`config.mk`:
```
export PLATFORM = sky130hd
export DESIGN_NAME = chat_message_line_parser_flat
export DESIGN_NICKNAME = d
export VERILOG_FILES = /design/src/rtl/cpl_pkg.sv /design/src/rtl/cpl_if.sv /design/src/rtl/chat_message_line_parser.sv /design/src/flat_wrapper.sv
export SDC_FILE = /design/constraint.sdc
export NUM_CORES = 1
export LEC_CHECK = 0
export BUFFER_PORTS_ARGS = -buffer_cell sky130_fd_sc_hd__buf_2
export CAP_MARGIN = 20
export CORE_UTILIZATION = 45
export DETAILED_ROUTE_END_ITERATION = 7
export GPL_TIMING_DRIVEN = 0
export PLACE_DENSITY = 0.69
export SETUP_SLACK_MARGIN = 0.5
export SLEW_MARGIN = 30
export SYNTH_ARGS = -nofsm -noshare
export SYNTH_HDL_FRONTEND = slang
export SYNTH_SLANG_ARGS = --single-unit
```
`constraint.sdc`:
```
create_clock -name clk -period 7.8 [get_ports clk]
set_input_delay 1.95 -clock clk [delete_from_list [all_inputs] [get_ports clk]]
set_output_delay 1.95 -clock clk [all_outputs]
set_load 0.005 [all_outputs]
```
`src/rtl/cpl_pkg.sv`:
```
// Shared constants and types for the chat message line parser.
// No dependencies; the interfaces and the top level use it.
package cpl_pkg;

  localparam int unsigned ByteW = 8;
  localparam int unsigned PartW = 4;
  localparam int unsigned ErrW  = 4;

  // Part codes of a result word
  localparam logic [PartW-1:0] PART_SKIP   = 4'd0;
  localparam logic [PartW-1:0] PART_KEY    = 4'd1;
  localparam logic [PartW-1:0] PART_VALUE  = 4'd2;
  localparam logic [PartW-1:0] PART_PREFIX = 4'd3;
  localparam logic [PartW-1:0] PART_USER   = 4'd4;
  localparam logic [PartW-1:0] PART_HOST   = 4'd5;
  localparam logic [PartW-1:0] PART_CMD    = 4'd6;
  localparam logic [PartW-1:0] PART_MIDDLE = 4'd7;
  localparam logic [PartW-1:0] PART_TRAIL  = 4'd8;

  // Error codes
  localparam logic [ErrW-1:0] ERR_NONE      = 4'd0;
  localparam logic [ErrW-1:0] ERR_EARLY_END = 4'd1;
  localparam logic [ErrW-1:0] ERR_BAD_KEY   = 4'd2;
  localparam logic [ErrW-1:0] ERR_BAD_ESC   = 4'd3;
  localparam logic [ErrW-1:0] ERR_TAGS_END  = 4'd4;
  localparam logic [ErrW-1:0] ERR_BAD_CMD   = 4'd5;
  localparam logic [ErrW-1:0] ERR_EMPTY_MID = 4'd6;
  localparam logic [ErrW-1:0] ERR_EMPTY_UH  = 4'd7;
  localparam logic [ErrW-1:0] ERR_NO_CR     = 4'd8;
  localparam logic [ErrW-1:0] ERR_NO_LF     = 4'd9;
  localparam logic [ErrW-1:0] ERR_EXTRA     = 4'd10;

  // Characters
  localparam logic [ByteW-1:0] CH_AT    = 8'h40;  // '@'
  localparam logic [ByteW-1:0] CH_SEMI  = 8'h3B;  // ';'
  localparam logic [ByteW-1:0] CH_EQ    = 8'h3D;  // '='
  localparam logic [ByteW-1:0] CH_BANG  = 8'h21;  // '!'
  localparam logic [ByteW-1:0] CH_BSL   = 8'h5C;  // backslash
  localparam logic [ByteW-1:0] CH_LC_S  = 8'h73;  // 's'
  localparam logic [ByteW-1:0] CH_LC_R  = 8'h72;  // 'r'
  localparam logic [ByteW-1:0] CH_LC_N  = 8'h6E;  // 'n'
  localparam logic [ByteW-1:0] CH_COLON = 8'h3A;  // ':'
  localparam logic [ByteW-1:0] CH_CR    = 8'h0D;
  localparam logic [ByteW-1:0] CH_LF    = 8'h0A;
  localparam logic [ByteW-1:0] CH_NUL   = 8'h00;
  localparam logic [ByteW-1:0] CH_SPACE = 8'h20;
  localparam logic [ByteW-1:0] CH_DASH  = 8'h2D;
  localparam logic [ByteW-1:0] CH_SLASH = 8'h2F;
  localparam logic [ByteW-1:0] CH_PLUS  = 8'h2B;

  typedef enum logic [18:0] {
    PH_START  = 19'd1,
    PH_KEY    = 19'd2,
    PH_VALUE  = 19'd4,
    PH_TAGSP  = 19'd8,
    PH_PFXCHK = 19'd16,
    PH_MAIN   = 19'd32,
    PH_USER   = 19'd64,
    PH_HOST   = 19'd128,
    PH_PFXSP  = 19'd256,
    PH_CMD1   = 19'd512,
    PH_CMDA   = 19'd1024,
    PH_CMDD   = 19'd2048,
    PH_PARAMS = 19'd4096,
    PH_PSP    = 19'd8192,
    PH_MIDDLE = 19'd16384,
    PH_TRAIL  = 19'd32768,
    PH_CR     = 19'd65536,
    PH_LF     = 19'd131072,
    PH_END    = 19'd262144
  } phase_t;

endpackage

```
`src/rtl/cpl_if.sv`:
```
// Valid/ready channel interfaces of the chat message line parser.
// Depends on cpl_pkg for field widths.
interface cpl_in_if;
  logic                      valid;
  logic                      ready;
  logic [cpl_pkg::ByteW-1:0] byte_in;
  logic                      last_byte;

  modport source (output valid, byte_in, last_byte, input ready);
  modport sink   (input valid, byte_in, last_byte, output ready);
endinterface

interface cpl_out_if;
  logic                      valid;
  logic                      ready;
  logic [cpl_pkg::PartW-1:0] part;
  logic [cpl_pkg::ByteW-1:0] char_out;
  logic                      char_valid;
  logic                      field_start;
  logic                      message_done;
  logic [cpl_pkg::ErrW-1:0]  error_code;

  modport source (output valid, part, char_out, char_valid, field_start, message_done,
                  error_code, input ready);
  modport sink   (input valid, part, char_out, char_valid, field_start, message_done,
                  error_code, output ready);
endinterface

interface cpl_cfg_if;
  logic valid;
  logic ready;
  logic expect_crlf;

  modport source (output valid, expect_crlf, input ready);
  modport sink   (input valid, expect_crlf, output ready);
endinterface

```
`src/rtl/chat_message_line_parser.sv`:
```
// Chat message line parser top level: per-byte classifier with tag unescape.
// Depends on cpl_pkg and the channel interfaces in cpl_if.sv.
// The result word of an accepted input byte is held in the output register from the next cycle.
// Throughput: one byte per cycle; the parse state updates in the accept cycle, so the
//   output register is the only stage and input ready drops only while a result is stalled.
// Reset (rst_n, synchronous, active low): parser at start of message, no error,
//   expect_crlf = 1, output register empty.
module chat_message_line_parser (
  input  logic      clk,
  input  logic      rst_n,
  cpl_in_if.sink    in_if,
  cpl_out_if.source out_if,
  cpl_cfg_if.sink   cfg_if
);

  // Working context threaded through the phase steps of one byte.
  typedef struct packed {
    cpl_pkg::phase_t             phase;
    logic                        esc;
    logic [1:0]                  dcnt;
    logic                        fempty;
    logic [cpl_pkg::PartW-1:0]   part;
    logic [cpl_pkg::ByteW-1:0]   ch;
    logic                        valid;
    logic                        fs;
    logic [cpl_pkg::ErrW-1:0]    err;
    logic                        done;
  } ctx_t;

  // A byte can fall through at most three phases (such as middle, params, CR check).
  localparam int unsigned MaxHops = 4;

  function automatic logic is_alpha(logic [cpl_pkg::ByteW-1:0] c);
    return (c >= 8'h41 && c <= 8'h5A) || (c >= 8'h61 && c <= 8'h7A);
  endfunction

  function automatic logic is_digit(logic [cpl_pkg::ByteW-1:0] c);
    return c >= 8'h30 && c <= 8'h39;
  endfunction

  function automatic logic is_keych(logic [cpl_pkg::ByteW-1:0] c);
    return is_alpha(c) || is_digit(c) || c == cpl_pkg::CH_DASH ||
           c == cpl_pkg::CH_SLASH || c == cpl_pkg::CH_PLUS;
  endfunction

  function automatic logic is_eol(logic [cpl_pkg::ByteW-1:0] c);
    return c == cpl_pkg::CH_CR || c == cpl_pkg::CH_LF || c == cpl_pkg::CH_NUL;
  endfunction

  // One phase of the parser; clears done when the byte must be looked at again.
  function automatic ctx_t parse_step(ctx_t cur, logic [cpl_pkg::ByteW-1:0] c, logic crlf);
    ctx_t n;
    n      = cur;
    n.done = 1'b1;
    unique case (cur.phase)
      cpl_pkg::PH_START: begin
        if (c == cpl_pkg::CH_AT) begin
          n.phase = cpl_pkg::PH_KEY; n.fempty = 1'b1; n.fs = 1'b1;
        end else begin
          n.phase = cpl_pkg::PH_PFXCHK; n.done = 1'b0;
        end
      end
      cpl_pkg::PH_KEY: begin
        priority if (is_keych(c)) begin
          n.part = cpl_pkg::PART_KEY; n.ch = c; n.valid = 1'b1; n.fempty = 1'b0;
        end else if (cur.fempty) begin
          n.err = cpl_pkg::ERR_BAD_KEY;
        end else if (c == cpl_pkg::CH_EQ) begin
          n.phase = cpl_pkg::PH_VALUE; n.esc = 1'b0; n.fs = 1'b1;
        end else if (c == cpl_pkg::CH_SEMI) begin
          n.fempty = 1'b1; n.fs = 1'b1;
        end else if (c == cpl_pkg::CH_SPACE) begin
          n.phase = cpl_pkg::PH_TAGSP;
        end else begin
          n.err = cpl_pkg::ERR_TAGS_END;
        end
      end
      cpl_pkg::PH_VALUE: begin
        if (cur.esc) begin
          // decode the escaped byte
          priority if (c == cpl_pkg::CH_COLON) n.ch = cpl_pkg::CH_SEMI;
          else if (c == cpl_pkg::CH_LC_S)      n.ch = cpl_pkg::CH_SPACE;
          else if (c == cpl_pkg::CH_BSL)       n.ch = cpl_pkg::CH_BSL;
          else if (c == cpl_pkg::CH_LC_R)      n.ch = cpl_pkg::CH_CR;
          else if (c == cpl_pkg::CH_LC_N)      n.ch = cpl_pkg::CH_LF;
          else                                 n.err = cpl_pkg::ERR_BAD_ESC;
          if (n.err == cpl_pkg::ERR_NONE) begin
            n.esc = 1'b0; n.part = cpl_pkg::PART_VALUE; n.valid = 1'b1;
          end
        end else begin
          priority if (c == cpl_pkg::CH_SEMI) begin
            n.phase = cpl_pkg::PH_KEY; n.fempty = 1'b1; n.fs = 1'b1;
          end else if (c == cpl_pkg::CH_SPACE) begin
            n.phase = cpl_pkg::PH_TAGSP;
          end else if (is_eol(c)) begin
            n.err = cpl_pkg::ERR_TAGS_END;
          end else if (c == cpl_pkg::CH_BSL) begin
            n.esc = 1'b1; n.part = cpl_pkg::PART_VALUE;
          end else begin
            n.part = cpl_pkg::PART_VALUE; n.ch = c; n.valid = 1'b1;
          end
        end
      end
      cpl_pkg::PH_TAGSP: begin
        if (c != cpl_pkg::CH_SPACE) begin
          n.phase = cpl_pkg::PH_PFXCHK; n.done = 1'b0;
        end
      end
      cpl_pkg::PH_PFXCHK: begin
        if (c == cpl_pkg::CH_COLON) begin
          n.phase = cpl_pkg::PH_MAIN; n.fs = 1'b1;
        end else begin
          n.phase = cpl_pkg::PH_CMD1; n.done = 1'b0;
        end
      end
      cpl_pkg::PH_MAIN: begin
        priority if (c == cpl_pkg::CH_SPACE) begin
          n.phase = cpl_pkg::PH_PFXSP;
        end else if (c == cpl_pkg::CH_BANG) begin
          n.phase = cpl_pkg::PH_USER; n.fempty = 1'b1; n.fs = 1'b1;
        end else if (c == cpl_pkg::CH_AT) begin
          n.phase = cpl_pkg::PH_HOST; n.fempty = 1'b1; n.fs = 1'b1;
        end else begin
          n.part = cpl_pkg::PART_PREFIX; n.ch = c; n.valid = 1'b1;
        end
      end
      cpl_pkg::PH_USER: begin
        if (c == cpl_pkg::CH_SPACE || c == cpl_pkg::CH_AT) begin
          priority if (cur.fempty) begin
            n.err = cpl_pkg::ERR_EMPTY_UH;
          end else if (c == cpl_pkg::CH_SPACE) begin
            n.phase = cpl_pkg::PH_PFXSP;
          end else begin
            n.phase = cpl_pkg::PH_HOST; n.fempty = 1'b1; n.fs = 1'b1;
          end
        end else begin
          n.part = cpl_pkg::PART_USER; n.ch = c; n.valid = 1'b1; n.fempty = 1'b0;
        end
      end
      cpl_pkg::PH_HOST: begin
        if (c == cpl_pkg::CH_SPACE) begin
          if (cur.fempty) n.err = cpl_pkg::ERR_EMPTY_UH;
          else            n.phase = cpl_pkg::PH_PFXSP;
        end else begin
          n.part = cpl_pkg::PART_HOST; n.ch = c; n.valid = 1'b1; n.fempty = 1'b0;
        end
      end
      cpl_pkg::PH_PFXSP: begin
        if (c != cpl_pkg::CH_SPACE) begin
          n.phase = cpl_pkg::PH_CMD1; n.done = 1'b0;
        end
      end
      cpl_pkg::PH_CMD1: begin
        priority if (is_alpha(c)) begin
          n.phase = cpl_pkg::PH_CMDA; n.part = cpl_pkg::PART_CMD; n.ch = c; n.valid = 1'b1;
        end else if (is_digit(c)) begin
          n.phase = cpl_pkg::PH_CMDD; n.dcnt = 2'd1;
          n.part  = cpl_pkg::PART_CMD; n.ch = c; n.valid = 1'b1;
        end else begin
          n.err = cpl_pkg::ERR_BAD_CMD;
        end
      end
      cpl_pkg::PH_CMDA: begin
        if (is_alpha(c)) begin
          n.part = cpl_pkg::PART_CMD; n.ch = c; n.valid = 1'b1;
        end else begin
          n.phase = cpl_pkg::PH_PARAMS; n.done = 1'b0;
        end
      end
      cpl_pkg::PH_CMDD: begin
        if (is_digit(c)) begin
          n.part = cpl_pkg::PART_CMD; n.ch = c; n.valid = 1'b1;
          n.dcnt = cur.dcnt + 2'd1;
          if (n.dcnt == 2'd3) n.phase = cpl_pkg::PH_PARAMS;
        end else begin
          n.err = cpl_pkg::ERR_BAD_CMD;
        end
      end
      cpl_pkg::PH_PARAMS: begin
        if (c == cpl_pkg::CH_SPACE) begin
          n.phase = cpl_pkg::PH_PSP;
        end else begin
          n.phase = crlf ? cpl_pkg::PH_CR : cpl_pkg::PH_END; n.done = 1'b0;
        end
      end
      cpl_pkg::PH_PSP: begin
        priority if (c == cpl_pkg::CH_SPACE) begin
          n.done = 1'b1;
        end else if (c == cpl_pkg::CH_COLON) begin
          n.phase = cpl_pkg::PH_TRAIL; n.fs = 1'b1;
        end else begin
          n.phase = cpl_pkg::PH_MIDDLE; n.fempty = 1'b1; n.done = 1'b0;
        end
      end
      cpl_pkg::PH_MIDDLE: begin
        if (c == cpl_pkg::CH_SPACE || is_eol(c)) begin
          if (cur.fempty) begin
            n.err = cpl_pkg::ERR_EMPTY_MID;
          end else begin
            n.phase = cpl_pkg::PH_PARAMS; n.done = 1'b0;
          end
        end else begin
          n.part = cpl_pkg::PART_MIDDLE; n.ch = c; n.valid = 1'b1;
          n.fs   = cur.fempty; n.fempty = 1'b0;
        end
      end
      cpl_pkg::PH_TRAIL: begin
        if (is_eol(c)) begin
          n.phase = crlf ? cpl_pkg::PH_CR : cpl_pkg::PH_END; n.done = 1'b0;
        end else begin
          n.part = cpl_pkg::PART_TRAIL; n.ch = c; n.valid = 1'b1;
        end
      end
      cpl_pkg::PH_CR: begin
        if (c == cpl_pkg::CH_CR) n.phase = cpl_pkg::PH_LF;
        else                     n.err = cpl_pkg::ERR_NO_CR;
      end
      cpl_pkg::PH_LF: begin
        if (c == cpl_pkg::CH_LF) n.phase = cpl_pkg::PH_END;
        else                     n.err = cpl_pkg::ERR_NO_LF;
      end
      default: begin
        // line already complete
        n.err = cpl_pkg::ERR_EXTRA;
      end
    endcase
    return n;
  endfunction

  // Status given on the last byte when no error was raised.
  function automatic logic [cpl_pkg::ErrW-1:0] end_status(cpl_pkg::phase_t ph, logic crlf);
    logic [cpl_pkg::ErrW-1:0] st;
    st = cpl_pkg::ERR_EARLY_END;
    if (ph == cpl_pkg::PH_CMDA || ph == cpl_pkg::PH_PARAMS || ph == cpl_pkg::PH_PSP ||
        ph == cpl_pkg::PH_MIDDLE || ph == cpl_pkg::PH_TRAIL) begin
      st = crlf ? cpl_pkg::ERR_EARLY_END : cpl_pkg::ERR_NONE;
    end else if (ph == cpl_pkg::PH_END) begin
      st = cpl_pkg::ERR_NONE;
    end
    return st;
  endfunction

  // Parse state
  cpl_pkg::phase_t           phase_r,  phase_nxt;
  logic                      esc_r,    esc_nxt;
  logic [1:0]                dcnt_r,   dcnt_nxt;
  logic                      fempty_r, fempty_nxt;
  logic [cpl_pkg::ErrW-1:0]  err_r,    err_nxt;
  logic                      crlf_r;

  // Output register
  logic                      out_vld_r;
  logic [cpl_pkg::PartW-1:0] part_r,  part_nxt;
  logic [cpl_pkg::ByteW-1:0] ch_r,    ch_nxt;
  logic                      cval_r,  cval_nxt;
  logic                      fs_r,    fs_nxt;
  logic                      done_r;
  logic [cpl_pkg::ErrW-1:0]  code_r,  code_nxt;

  logic in_acc;
  ctx_t ctx [MaxHops+1];

  // Take a new byte whenever the output register is free or being drained.
  assign in_if.ready  = !out_vld_r || out_if.ready;
  assign in_acc       = in_if.valid && in_if.ready;
  assign cfg_if.ready = 1'b1;

  always_comb begin
    ctx[0]        = '0;
    ctx[0].phase  = phase_r;
    ctx[0].esc    = esc_r;
    ctx[0].dcnt   = dcnt_r;
    ctx[0].fempty = fempty_r;
    ctx[0].part   = cpl_pkg::PART_SKIP;
    ctx[0].err    = cpl_pkg::ERR_NONE;
    for (int i = 0; i < MaxHops; i++) begin
      if (ctx[i].done) ctx[i+1] = ctx[i];
      else             ctx[i+1] = parse_step(ctx[i], in_if.byte_in, crlf_r);
    end
  end

  always_comb begin
    phase_nxt  = phase_r;
    esc_nxt    = esc_r;
    dcnt_nxt   = dcnt_r;
    fempty_nxt = fempty_r;
    part_nxt   = cpl_pkg::PART_SKIP;
    ch_nxt     = '0;
    cval_nxt   = 1'b0;
    fs_nxt     = 1'b0;
    code_nxt   = err_r;
    // Once an error is latched, ignore bytes until the last one.
    if (err_r == cpl_pkg::ERR_NONE) begin
      phase_nxt  = ctx[MaxHops].phase;
      esc_nxt    = ctx[MaxHops].esc;
      dcnt_nxt   = ctx[MaxHops].dcnt;
      fempty_nxt = ctx[MaxHops].fempty;
      if (ctx[MaxHops].err != cpl_pkg::ERR_NONE) begin
        code_nxt = ctx[MaxHops].err;
      end else begin
        part_nxt = ctx[MaxHops].part;
        ch_nxt   = ctx[MaxHops].valid ? ctx[MaxHops].ch : '0;
        cval_nxt = ctx[MaxHops].valid;
        fs_nxt   = ctx[MaxHops].fs;
        if (in_if.last_byte) code_nxt = end_status(ctx[MaxHops].phase, crlf_r);
      end
    end
    err_nxt = code_nxt;
    // Return to start of message after the final byte.
    if (in_if.last_byte) begin
      phase_nxt  = cpl_pkg::PH_START;
      esc_nxt    = 1'b0;
      dcnt_nxt   = 2'd0;
      fempty_nxt = 1'b1;
      err_nxt    = cpl_pkg::ERR_NONE;
    end
  end

  always_ff @(posedge clk) begin
    if (!rst_n) begin
      phase_r   <= cpl_pkg::PH_START;
      esc_r     <= 1'b0;
      dcnt_r    <= 2'd0;
      fempty_r  <= 1'b1;
      err_r     <= cpl_pkg::ERR_NONE;
      crlf_r    <= 1'b1;
      out_vld_r <= 1'b0;
    end else begin
      if (cfg_if.valid) crlf_r <= cfg_if.expect_crlf;
      if (in_acc) begin
        phase_r  <= phase_nxt;
        esc_r    <= esc_nxt;
        dcnt_r   <= dcnt_nxt;
        fempty_r <= fempty_nxt;
        err_r    <= err_nxt;
      end
      if (in_acc)            out_vld_r <= 1'b1;
      else if (out_if.ready) out_vld_r <= 1'b0;
    end
  end

  // Payload: load with each accepted byte, hold while stalled.
  always_ff @(posedge clk) begin
    if (in_acc) begin
      part_r <= part_nxt;
      ch_r   <= ch_nxt;
      cval_r <= cval_nxt;
      fs_r   <= fs_nxt;
      done_r <= in_if.last_byte;
      code_r <= code_nxt;
    end
  end

  assign out_if.valid        = out_vld_r;
  assign out_if.part         = part_r;
  assign out_if.char_out     = ch_r;
  assign out_if.char_valid   = cval_r;
  assign out_if.field_start  = fs_r;
  assign out_if.message_done = done_r;
  assign out_if.error_code   = code_r;

  // A final byte always leaves the parser at start of message with no error.
  a_last_clears: assert property (@(posedge clk) disable iff (!rst_n)
    in_acc && in_if.last_byte |=> phase_r == cpl_pkg::PH_START && err_r == cpl_pkg::ERR_NONE)
    else $error("parser state not cleared after last byte");

  // An escape can only be pending inside a tag value.
  a_esc_in_value: assert property (@(posedge clk) disable iff (!rst_n)
    esc_r |-> phase_r == cpl_pkg::PH_VALUE)
    else $error("escape pending outside tag value");

  // With the output register empty, input must be taken.
  a_ready_when_empty: assert property (@(posedge clk) disable iff (!rst_n)
    !out_vld_r |-> in_if.ready)
    else $error("input stalled with empty output register");

  // A byte that carries content is never a skip or an error byte.
  a_content_part: assert property (@(posedge clk) disable iff (!rst_n)
    in_acc && cval_nxt |-> part_nxt != cpl_pkg::PART_SKIP &&
    (err_r == cpl_pkg::ERR_NONE))
    else $error("content byte without a part");

endmodule
```
`src/flat_wrapper.sv`:
```
// flat-port wrapper written by rule: the top's interface ports become plain ports
module chat_message_line_parser_flat 
  (clk, rst_n, in_if_valid, in_if_byte_in, in_if_last_byte, in_if_ready, out_if_valid, out_if_part, out_if_char_out, out_if_char_valid, out_if_field_start, out_if_message_done, out_if_error_code, out_if_ready, cfg_if_valid, cfg_if_expect_crlf, cfg_if_ready);
  cpl_in_if in_if_i ();
  cpl_out_if out_if_i ();
  cpl_cfg_if cfg_if_i ();
  input  logic clk;
  input  logic rst_n;
  input wire logic [$bits(in_if_i.valid)-1:0] in_if_valid;
  input wire logic [$bits(in_if_i.byte_in)-1:0] in_if_byte_in;
  input wire logic [$bits(in_if_i.last_byte)-1:0] in_if_last_byte;
  output wire logic [$bits(in_if_i.ready)-1:0] in_if_ready;
  output wire logic [$bits(out_if_i.valid)-1:0] out_if_valid;
  output wire logic [$bits(out_if_i.part)-1:0] out_if_part;
  output wire logic [$bits(out_if_i.char_out)-1:0] out_if_char_out;
  output wire logic [$bits(out_if_i.char_valid)-1:0] out_if_char_valid;
  output wire logic [$bits(out_if_i.field_start)-1:0] out_if_field_start;
  output wire logic [$bits(out_if_i.message_done)-1:0] out_if_message_done;
  output wire logic [$bits(out_if_i.error_code)-1:0] out_if_error_code;
  input wire logic [$bits(out_if_i.ready)-1:0] out_if_ready;
  input wire logic [$bits(cfg_if_i.valid)-1:0] cfg_if_valid;
  input wire logic [$bits(cfg_if_i.expect_crlf)-1:0] cfg_if_expect_crlf;
  output wire logic [$bits(cfg_if_i.ready)-1:0] cfg_if_ready;
  assign in_if_i.valid = in_if_valid;
  assign in_if_i.byte_in = in_if_byte_in;
  assign in_if_i.last_byte = in_if_last_byte;
  assign in_if_ready = in_if_i.ready;
  assign out_if_valid = out_if_i.valid;
  assign out_if_part = out_if_i.part;
  assign out_if_char_out = out_if_i.char_out;
  assign out_if_char_valid = out_if_i.char_valid;
  assign out_if_field_start = out_if_i.field_start;
  assign out_if_message_done = out_if_i.message_done;
  assign out_if_error_code = out_if_i.error_code;
  assign out_if_i.ready = out_if_ready;
  assign cfg_if_i.valid = cfg_if_valid;
  assign cfg_if_i.expect_crlf = cfg_if_expect_crlf;
  assign cfg_if_ready = cfg_if_i.ready;
  chat_message_line_parser u_core (.clk(clk), .rst_n(rst_n), .in_if(in_if_i), .out_if(out_if_i), .cfg_if(cfg_if_i));
endmodule
```
==> metrics, run 1 <==
antenna violations before repair 0; # placed instances about 1200; Clock Latency Late Sink 0.31 ns; TritonCTS clock tree built; Clock Pin Slew Worst Setup and Hold Paths around 0.070 ns; RSZ-0062 raised after global routing yes; leakage power summed over all cells roughly 3.0 nW; routed length on met2 between 10 and 15 mm; sequential element share of the synthesized area about 17%; max-slew violation count 0; category of cells accounting for the largest share of critical-path delay simple AND/OR/NAND/NOR gates; worst-path cell chain buf_6 > nand4bb_1 > clkbuf_8 > or4b_4 > buf_8 > a21oi_4 > a2bb2oi_4 > o31ai_4 > or4_4 > a21o_4 > or4_4 > buf_12 > nor2_2 > o21a_2 > o311ai_4 > a21bo_4 > or3_4 > buf_6 > o21a_4 > o22ai_4 > a211oi_4 > a21boi_2; sink count of the clock tree 48; maximum number of pins on one net before global-route repair 27; netlist area before placement ~0.0066 mm²; critical path endpoint category flop; most used cells in the layout excluding fill and tap cells 98 x sky130_fd_sc_hd__nand2_1, 83 x sky130_fd_sc_hd__nor2_1, 60 x sky130_fd_sc_hd__a21oi_1; Root Buffer Master sky130_fd_sc_hd__clkbuf_16; total of flip-flops plus latches after synthesis 48; ANT nets after route 0; number of setup violations in the final report 0; biggest area consumer among synthesized cells sky130_fd_sc_hd__dfxtp_1; detailed-route via count 8868; max-cap check violation count 0; Core Rows 43; IO Port Bufs 34; die height roughly 120 µm; Final period util a little over nine tenths; clock tree skew after final layout around 0.0090 ns; power per unit of standard cell area ~150 mW/mm²; global placement routability congestion 1.111; Worst Hold Class reg2reg; maximum resistive drop on vdd between 90 and 100 µV; area overhead of the layout relative to synthesis 24.36%; number of design-rule violations left by the first detailed-router iteration roughly 1500; nets in the synthesized netlist around 970; final setup TNS 0 ns; final standard cell count with taps included and fillers excluded roughly 1200; number of buffers added by the clock tree synthesis step 5; category of the worst setup path launch point input pin; routed length per instance around 27 µm; CTS H-tree lvls 2; first-pass GRT wire length 47.98 mm; estimated wirelength of the detail-placed design around 25 mm; met1 layer wirelength in the final routing 12.53 mm; maximum buffer depth of the clock tree 2; status finished clean; Post-Synthesis Cells roughly 950; main area contributors after synthesis sky130_fd_sc_hd__dfxtp_1 8.8%, sky130_fd_sc_hd__edfxtp_1 8.6%, sky130_fd_sc_hd__nand2_1 6.0%; cell with the biggest individual delay on the critical path sky130_fd_sc_hd__or4_4; combined buffer and inverter count along the critical path 5; EDFF count, synth 19; maximum fanout count along the critical path 7; post-synth top area share between 8 and 9%; Synth warnings 0; Post-synth top flop sky130_fd_sc_hd__dfxtp_1; final hold violations 0; fraction of synthesis flops using an asynchronous set or reset pin 0%; total routing usage reported by global routing 43.15%; Worst path max stage delay between 0.5 and 0.6 ns; worst-margin pin slew ~1.2 ns; Slew HR between 15 and 20%; Setup CP Type in2reg; per-instance average area after synthesis 6.983 µm²; Die ar. about 0.015 mm²; Post-CTS Hold Fix Bufs 0; final routed DRC violation total 0; Required @ worst endpoint around 8 ns; area of the placeable core between 0.01 and 0.015 mm²; Die Width approximately 120 µm; most common library cell in the layout ignoring fill and taps sky130_fd_sc_hd__nand2_1; worst endpoint data arrival time 7.36 ns; post-synth cell types 103; initial core utilization between 40% and 50%; drt pass-1 iters 6; detailed route wirelength on metal3 approximately 4.3 mm; layout net count approximately 1100; top sig layer met5; share of layout cells above drive strength 1 22.07%; residual overflow from global routing 0; via/cell ratio approximately 7.3; f_max between 0.1 and 0.15 GHz; number of ports placed on the die boundary 37; reg2reg setup slack 0.93 ns; Tmin final 7.302 ns; DRT Wirelength roughly 33 mm; number of global-route vias before repair 7987
==> logic make-up after synthesis <==
kind of cell,synth area share [%]
xor gates and xnor gates,1.191
other,0.05665
muxes,0.4536
and+or+nand+nor,40.96
AOI/OAI and AO/OA,33.11
buffers and inverters,5.897
DFF,17.39
adders and majority gates,0.9450
==> Yosys cell counts (6+ instances only) <==
cell                       count
sky130_fd_sc_hd__nand2b_1     17
sky130_fd_sc_hd__nor3_1       35
sky130_fd_sc_hd__o211ai_1     14
sky130_fd_sc_hd__clkbuf_1     40
sky130_fd_sc_hd__a211oi_1     11
sky130_fd_sc_hd__edfxtp_1     19
sky130_fd_sc_hd__nor4b_1       8
sky130_fd_sc_hd__and2_1       11
sky130_fd_sc_hd__a22oi_1      15
sky130_fd_sc_hd__or4_1        12
sky130_fd_sc_hd__dfxtp_1      29
sky130_fd_sc_hd__inv_1        28
sky130_fd_sc_hd__nand3_1      42
sky130_fd_sc_hd__a21oi_1      63
sky130_fd_sc_hd__o21ai_0      50
sky130_fd_sc_hd__o22ai_1      15
sky130_fd_sc_hd__nor2_1       86
sky130_fd_sc_hd__o21a_1       14
sky130_fd_sc_hd__a21o_1       11
sky130_fd_sc_hd__nand2_1     106
sky130_fd_sc_hd__nand4_1      22
sky130_fd_sc_hd__or3_1        17
sky130_fd_sc_hd__a31oi_1      19
sky130_fd_sc_hd__or2_2         7
sky130_fd_sc_hd__a21boi_0      6
sky130_fd_sc_hd__nor2b_1      30
sky130_fd_sc_hd__o31ai_1       6
sky130_fd_sc_hd__nand3b_1      9
sky130_fd_sc_hd__buf_2         9
sky130_fd_sc_hd__nor4_1       19
sky130_fd_sc_hd__and3_1        7
sky130_fd_sc_hd__nor3b_1       8
sky130_fd_sc_hd__nor4_2        7
==> layer usage <==
metal  up-vias  GRT usage [%]
met2       767          64.07
met1      4111          53.97
met3       170          13.42
met4         2          26.51
li1       3818              -
met5         -          2.083
==> metrics by stage <==
stage	hold WS (ns)	total power, W	utilization, %	area, µm²	setup slack, ns
finish	0.4994	0.001239	58.41	8233	0.4983
global route	0.5330	0.001270	58.39	8230	0.4359
CTS	0.5023	0.001143	55.09	7765	0.5081
detailed placement	0.4923	0.0008517	50.07	7058	-1.047
global placement	0.4844	0.0008465	49.79	7018	-1.258
floorplan	0.4484	0.0006815	-	6623	0.5140
==> what timing repair did <==
item                       CTS  global route
gates cloned                 1             1
buffers inserted            26            15
gates resized for setup     66            74
pin swaps                   22            20
setup endpoints to repair   30            24
==> path summary, 6_finish.rpt <==
path                startpoint                   endpoint  cells past startpoint
max           in_if_byte_in[6]  u_core.out_if.char_out[1]                     22
min            u_core.err_r[3]            u_core.err_r[3]                      2
max reg2reg  u_core.phase_r[9]  u_core.out_if.char_out[1]                     20
min reg2reg    u_core.err_r[3]            u_core.err_r[3]                      2
==> power breakdown <==
| group | switching, W | internal (W) |
|---|---|---|
| clock | 0.000104 | 0.000119 |
| combinational | 0.000463 | 0.000255 |
| sequential | 0.0000112 | 0.000287 |
| total | 0.000578 | 0.000661 |
==> layout make-up <==
cell class	count	area [µm²]
antenna	1	2.502
buffer	60	355.3
clock buffer	7	132.6
clock inverter	1	5.005
fill	1357	5863
inverter	30	115.1
multi-input combinational	811	5724
sequential	48	1151
tap	180	225.2
timing repair buffer	76	521.8
==> flip-flops by register name (all words and copies together) (netlist names) <==
signal	count
u_core.out_if.valid	1
u_core.out_if.error_code	4
u_core.phase_r	19
u_core.out_if.char_valid	1
u_core.out_if.field_start	1
u_core.fempty_r	1
u_core.esc_r	1
u_core.out_if.part	4
u_core.err_r	4
u_core.out_if.message_done	1
u_core.dcnt_r	2
u_core.out_if.char_out	8
u_core.crlf_r	1
==> tightest hold or removal path: stages (launching register included) <==
cell	delay [ns]
sky130_fd_sc_hd__dfxtp_1	0.33
sky130_fd_sc_hd__inv_1	0.07
sky130_fd_sc_hd__a21oi_1	0.06
Power figures use the tool's default switching activity.
==> run 2, diff against run 1 <==
--- a/config.mk
+++ b/config.mk
@@ -7,10 +7,11 @@
 export LEC_CHECK = 0
 export BUFFER_PORTS_ARGS = -buffer_cell sky130_fd_sc_hd__buf_2
 export CAP_MARGIN = 20
+export CORE_MARGIN = 4
 export CORE_UTILIZATION = 45
 export DETAILED_ROUTE_END_ITERATION = 7
 export GPL_TIMING_DRIVEN = 0
-export PLACE_DENSITY = 0.69
+export RECOVER_POWER = 50
 export SETUP_SLACK_MARGIN = 0.5
 export SLEW_MARGIN = 30
 export SYNTH_ARGS = -nofsm -noshare
==> metrics, run 2 (synthesis gave the netlist of run 1 again) <==
max FFs per register 19 (unchanged); sequential group share of total power 23.2% (-0.9 points); Reg with most FFs u_core.phase_r; power per unit of standard cell area 154.1 mW/mm² (+2.3%); die height 129.3 µm (+4.9%); Clock Latency Late Sink 0.30 ns (about the same); Root Buffer Master sky130_fd_sc_hd__clkbuf_16; share of power burned in the clock network 21.2% (+3.2 points); clock tree skew after final layout 0.009619 ns (+0.0006129 ns); estimated wirelength of the detail-placed design 25.41 mm (+3.2%); final hold violations 0 (unchanged); reg2reg setup slack 0.84 ns (-0.09 ns); path depth of the worst reg2reg path 22 (+10%); area overhead of the layout relative to synthesis 26.12%; leakage power summed over all cells 3.062 nW (+1.4%); number of global-route vias before repair 7986 (-0.013%); category of the worst setup path launch point input pin; status finished with violations; final routed DRC violation total 1 (+1); final setup TNS 0 ns (unchanged); IO Port Bufs 34 (unchanged); Tmin final 7.465 ns (+0.1636 ns); combinational share of power 55.6% (-2.3 points); share of layout cells above drive strength 1 21.77% (-0.30 points); critical register-to-register path endpoint u_core.out_if.field_start; f_max 0.1340 GHz (-2.2%); CTS H-tree lvls 2 (unchanged); Post-CTS Hold Fix Bufs 0 (unchanged); maximum resistive drop on vdd 129.9 µV (+32%); drt pass-1 iters 8 (+2); worst min-delay path startpoint u_core.dcnt_r[0]; worst-margin pin slew 1.285 ns (+0.06941 ns); critical path endpoint category flop; Die Width 129.3 µm (+4.9%); instance count along the most critical hold path 2 (unchanged); Slew HR 14.34% (-3.9 points); max-slew violation count 0 (unchanged); placed instance area 0.007069 mm² (+0.16%); via/cell ratio 7.321 (+0.23%); residual overflow from global routing 0 (unchanged); RSZ-0062 raised after global routing yes; violations in the final reports design-rule violations; setup ws final 0.3347 ns (-0.1636 ns); worst endpoint data arrival time 7.46 ns (+0.10 ns); Required @ worst endpoint 7.80 ns (-0.05 ns); Core Rows 44 (+2.3%); initial core utilization 45.72% (-1.2 points); detailed-route via count 8954 (+0.97%); Worst Hold Class reg2reg; DRT Wirelength 33.56 mm (+2.0%); switching power of the nets 0.0005758 W (-0.40%); maximum number of pins on one net before global-route repair 27 (unchanged); maximum fanout count along the critical path 6 (-1); reg-to-reg critical path startpoint u_core.phase_r[2]; Clock Pin Slew Worst Setup and Hold Paths 0.07 ns (about the same); Layout Cell Area excl Fill 0.008349 mm² (+1.4%); total routing usage reported by global routing 38.71% (-4.4 points); source of the critical timing path in_if_byte_in[7]; number of setup violations in the final report 0 (unchanged); area of the placeable core 0.01448 mm² (+2.7%); number of design-rule violations left by the first detailed-router iteration 1466 (-4.2%); post-placement worst setup slack -1.271 ns (-0.2237 ns); Critical path destination u_core.out_if.field_start; most used cells in the layout excluding fill and tap cells 99 x sky130_fd_sc_hd__nand2_1, 81 x sky130_fd_sc_hd__nor2_1, 59 x sky130_fd_sc_hd__a21oi_1; maximum buffer depth of the clock tree 2 (unchanged); Die ar. 0.01672 mm² (+10%); antenna violations before repair 0 (unchanged); final total power 0.001286 W (+3.8%); ANT nets after route 0 (unchanged); number of buffers added by the clock tree synthesis step 5 (unchanged); minimum hold slack 0.5186 ns (+0.01916 ns); number of ports placed on the die boundary 37 (unchanged); most common library cell in the layout ignoring fill and taps sky130_fd_sc_hd__nand2_1; layout net count 1057 (+0.48%); global placement routability congestion 1.045 (-5.9%); TritonCTS clock tree built; Final period util 95.71% (+2.1 points); Cell Int Power 0.0007106 W (+7.4%); switching part of the total 44.76% (-1.9 points); max-cap check violation count 0 (unchanged); first-pass GRT wire length 49.12 mm (+2.4%); Setup CP Type in2reg; routed length per instance 27.44 µm (+1.2%); sink count of the clock tree 48 (unchanged)
run 2: worst max-delay path: stages:
cell,delay (ns)
sky130_fd_sc_hd__buf_8,0.10
sky130_fd_sc_hd__or4_4,0.59
sky130_fd_sc_hd__buf_4,0.17
sky130_fd_sc_hd__a31oi_4,0.25
sky130_fd_sc_hd__or3_4,0.19
sky130_fd_sc_hd__o31ai_4,0.07
sky130_fd_sc_hd__or2_4,0.28
sky130_fd_sc_hd__or4_4,0.55
sky130_fd_sc_hd__a21o_4,0.24
sky130_fd_sc_hd__or4_4,0.59
sky130_fd_sc_hd__buf_12,0.17
sky130_fd_sc_hd__or4_4,0.55
sky130_fd_sc_hd__nor2_2,0.17
sky130_fd_sc_hd__nor2_1,0.07
sky130_fd_sc_hd__o21a_2,0.23
sky130_fd_sc_hd__ha_4,0.16
sky130_fd_sc_hd__a211oi_2,0.26
sky130_fd_sc_hd__o211ai_1,0.19
sky130_fd_sc_hd__a31oi_2,0.25
sky130_fd_sc_hd__or2_1,0.15
sky130_fd_sc_hd__buf_6,0.17
sky130_fd_sc_hd__a41oi_2,0.07
run 2: worst min-delay path by stage:
stage | slack (ns) | end
CTS | 0.52 | u_core.dcnt_r[0]
global route | 0.55 | u_core.dcnt_r[0]
global placement | 0.49 | u_core.err_r[3]
floorplan | 0.45 | u_core.dcnt_r[0]
detailed placement | 0.51 | u_core.dcnt_r[0]
finish | 0.52 | u_core.dcnt_r[0]
run 2: what timing repair did:
item | in CTS | in global routing
cloned | 1 | 1
pin swaps | 24 | 38
endpoints found under the setup margin | 31 | 20
buffers inserted | 26 | 20
resized for setup | 73 | 67
hold endpoints to repair | 0 | 0
run 2: power by group through the flow:
stage | sequential, W | clock (W) | combinational (W)
6_report | 0.000298 | 0.000273 | 0.000716
2_1_floorplan | 0.000302 | 0 | 0.000380
4_1_cts | 0.000298 | 0.000275 | 0.000642
3_3_place_gp | 0.000301 | 0 | 0.000558
3_5_place_dp | 0.000303 | 0 | 0.000557
5_1_grt | 0.000300 | 0.000281 | 0.000747
run 2: final cells by class:
class,count,area [µm²]
clock buffers,7,153.9
diodes,1,2.502
clock inverters,1,30.03
plain buffers,60,339.1
inverters,30,117.6
flip-flops and latches,48,1151
multi-input cells,811,5764
repair buffers,81,560.5
fillers,1460,6130
well taps,184,230.2
run 2: through the flow:
step	instances	utilization (%)
after CTS	1201	54.33
final	1223	57.67
after global placement	1166	48.50
after global routing	1222	57.65
after floorplan	948	-
after detailed placement	1166	48.82
run 2: layer usage:
metal / wire length [µm] / GRT usage, % / vias to the layer above / part of all wire [%]
met4: 2087 / 18.47 / 0 / 6.2
met1: 13120 / 52.42 / 4211 / 39
met5: 0 / 0 / - / 0
li1: - / - / 3839 / -
met3: 4083 / 7.832 / 168 / 12
met2: 14270 / 58.96 / 736 / 43
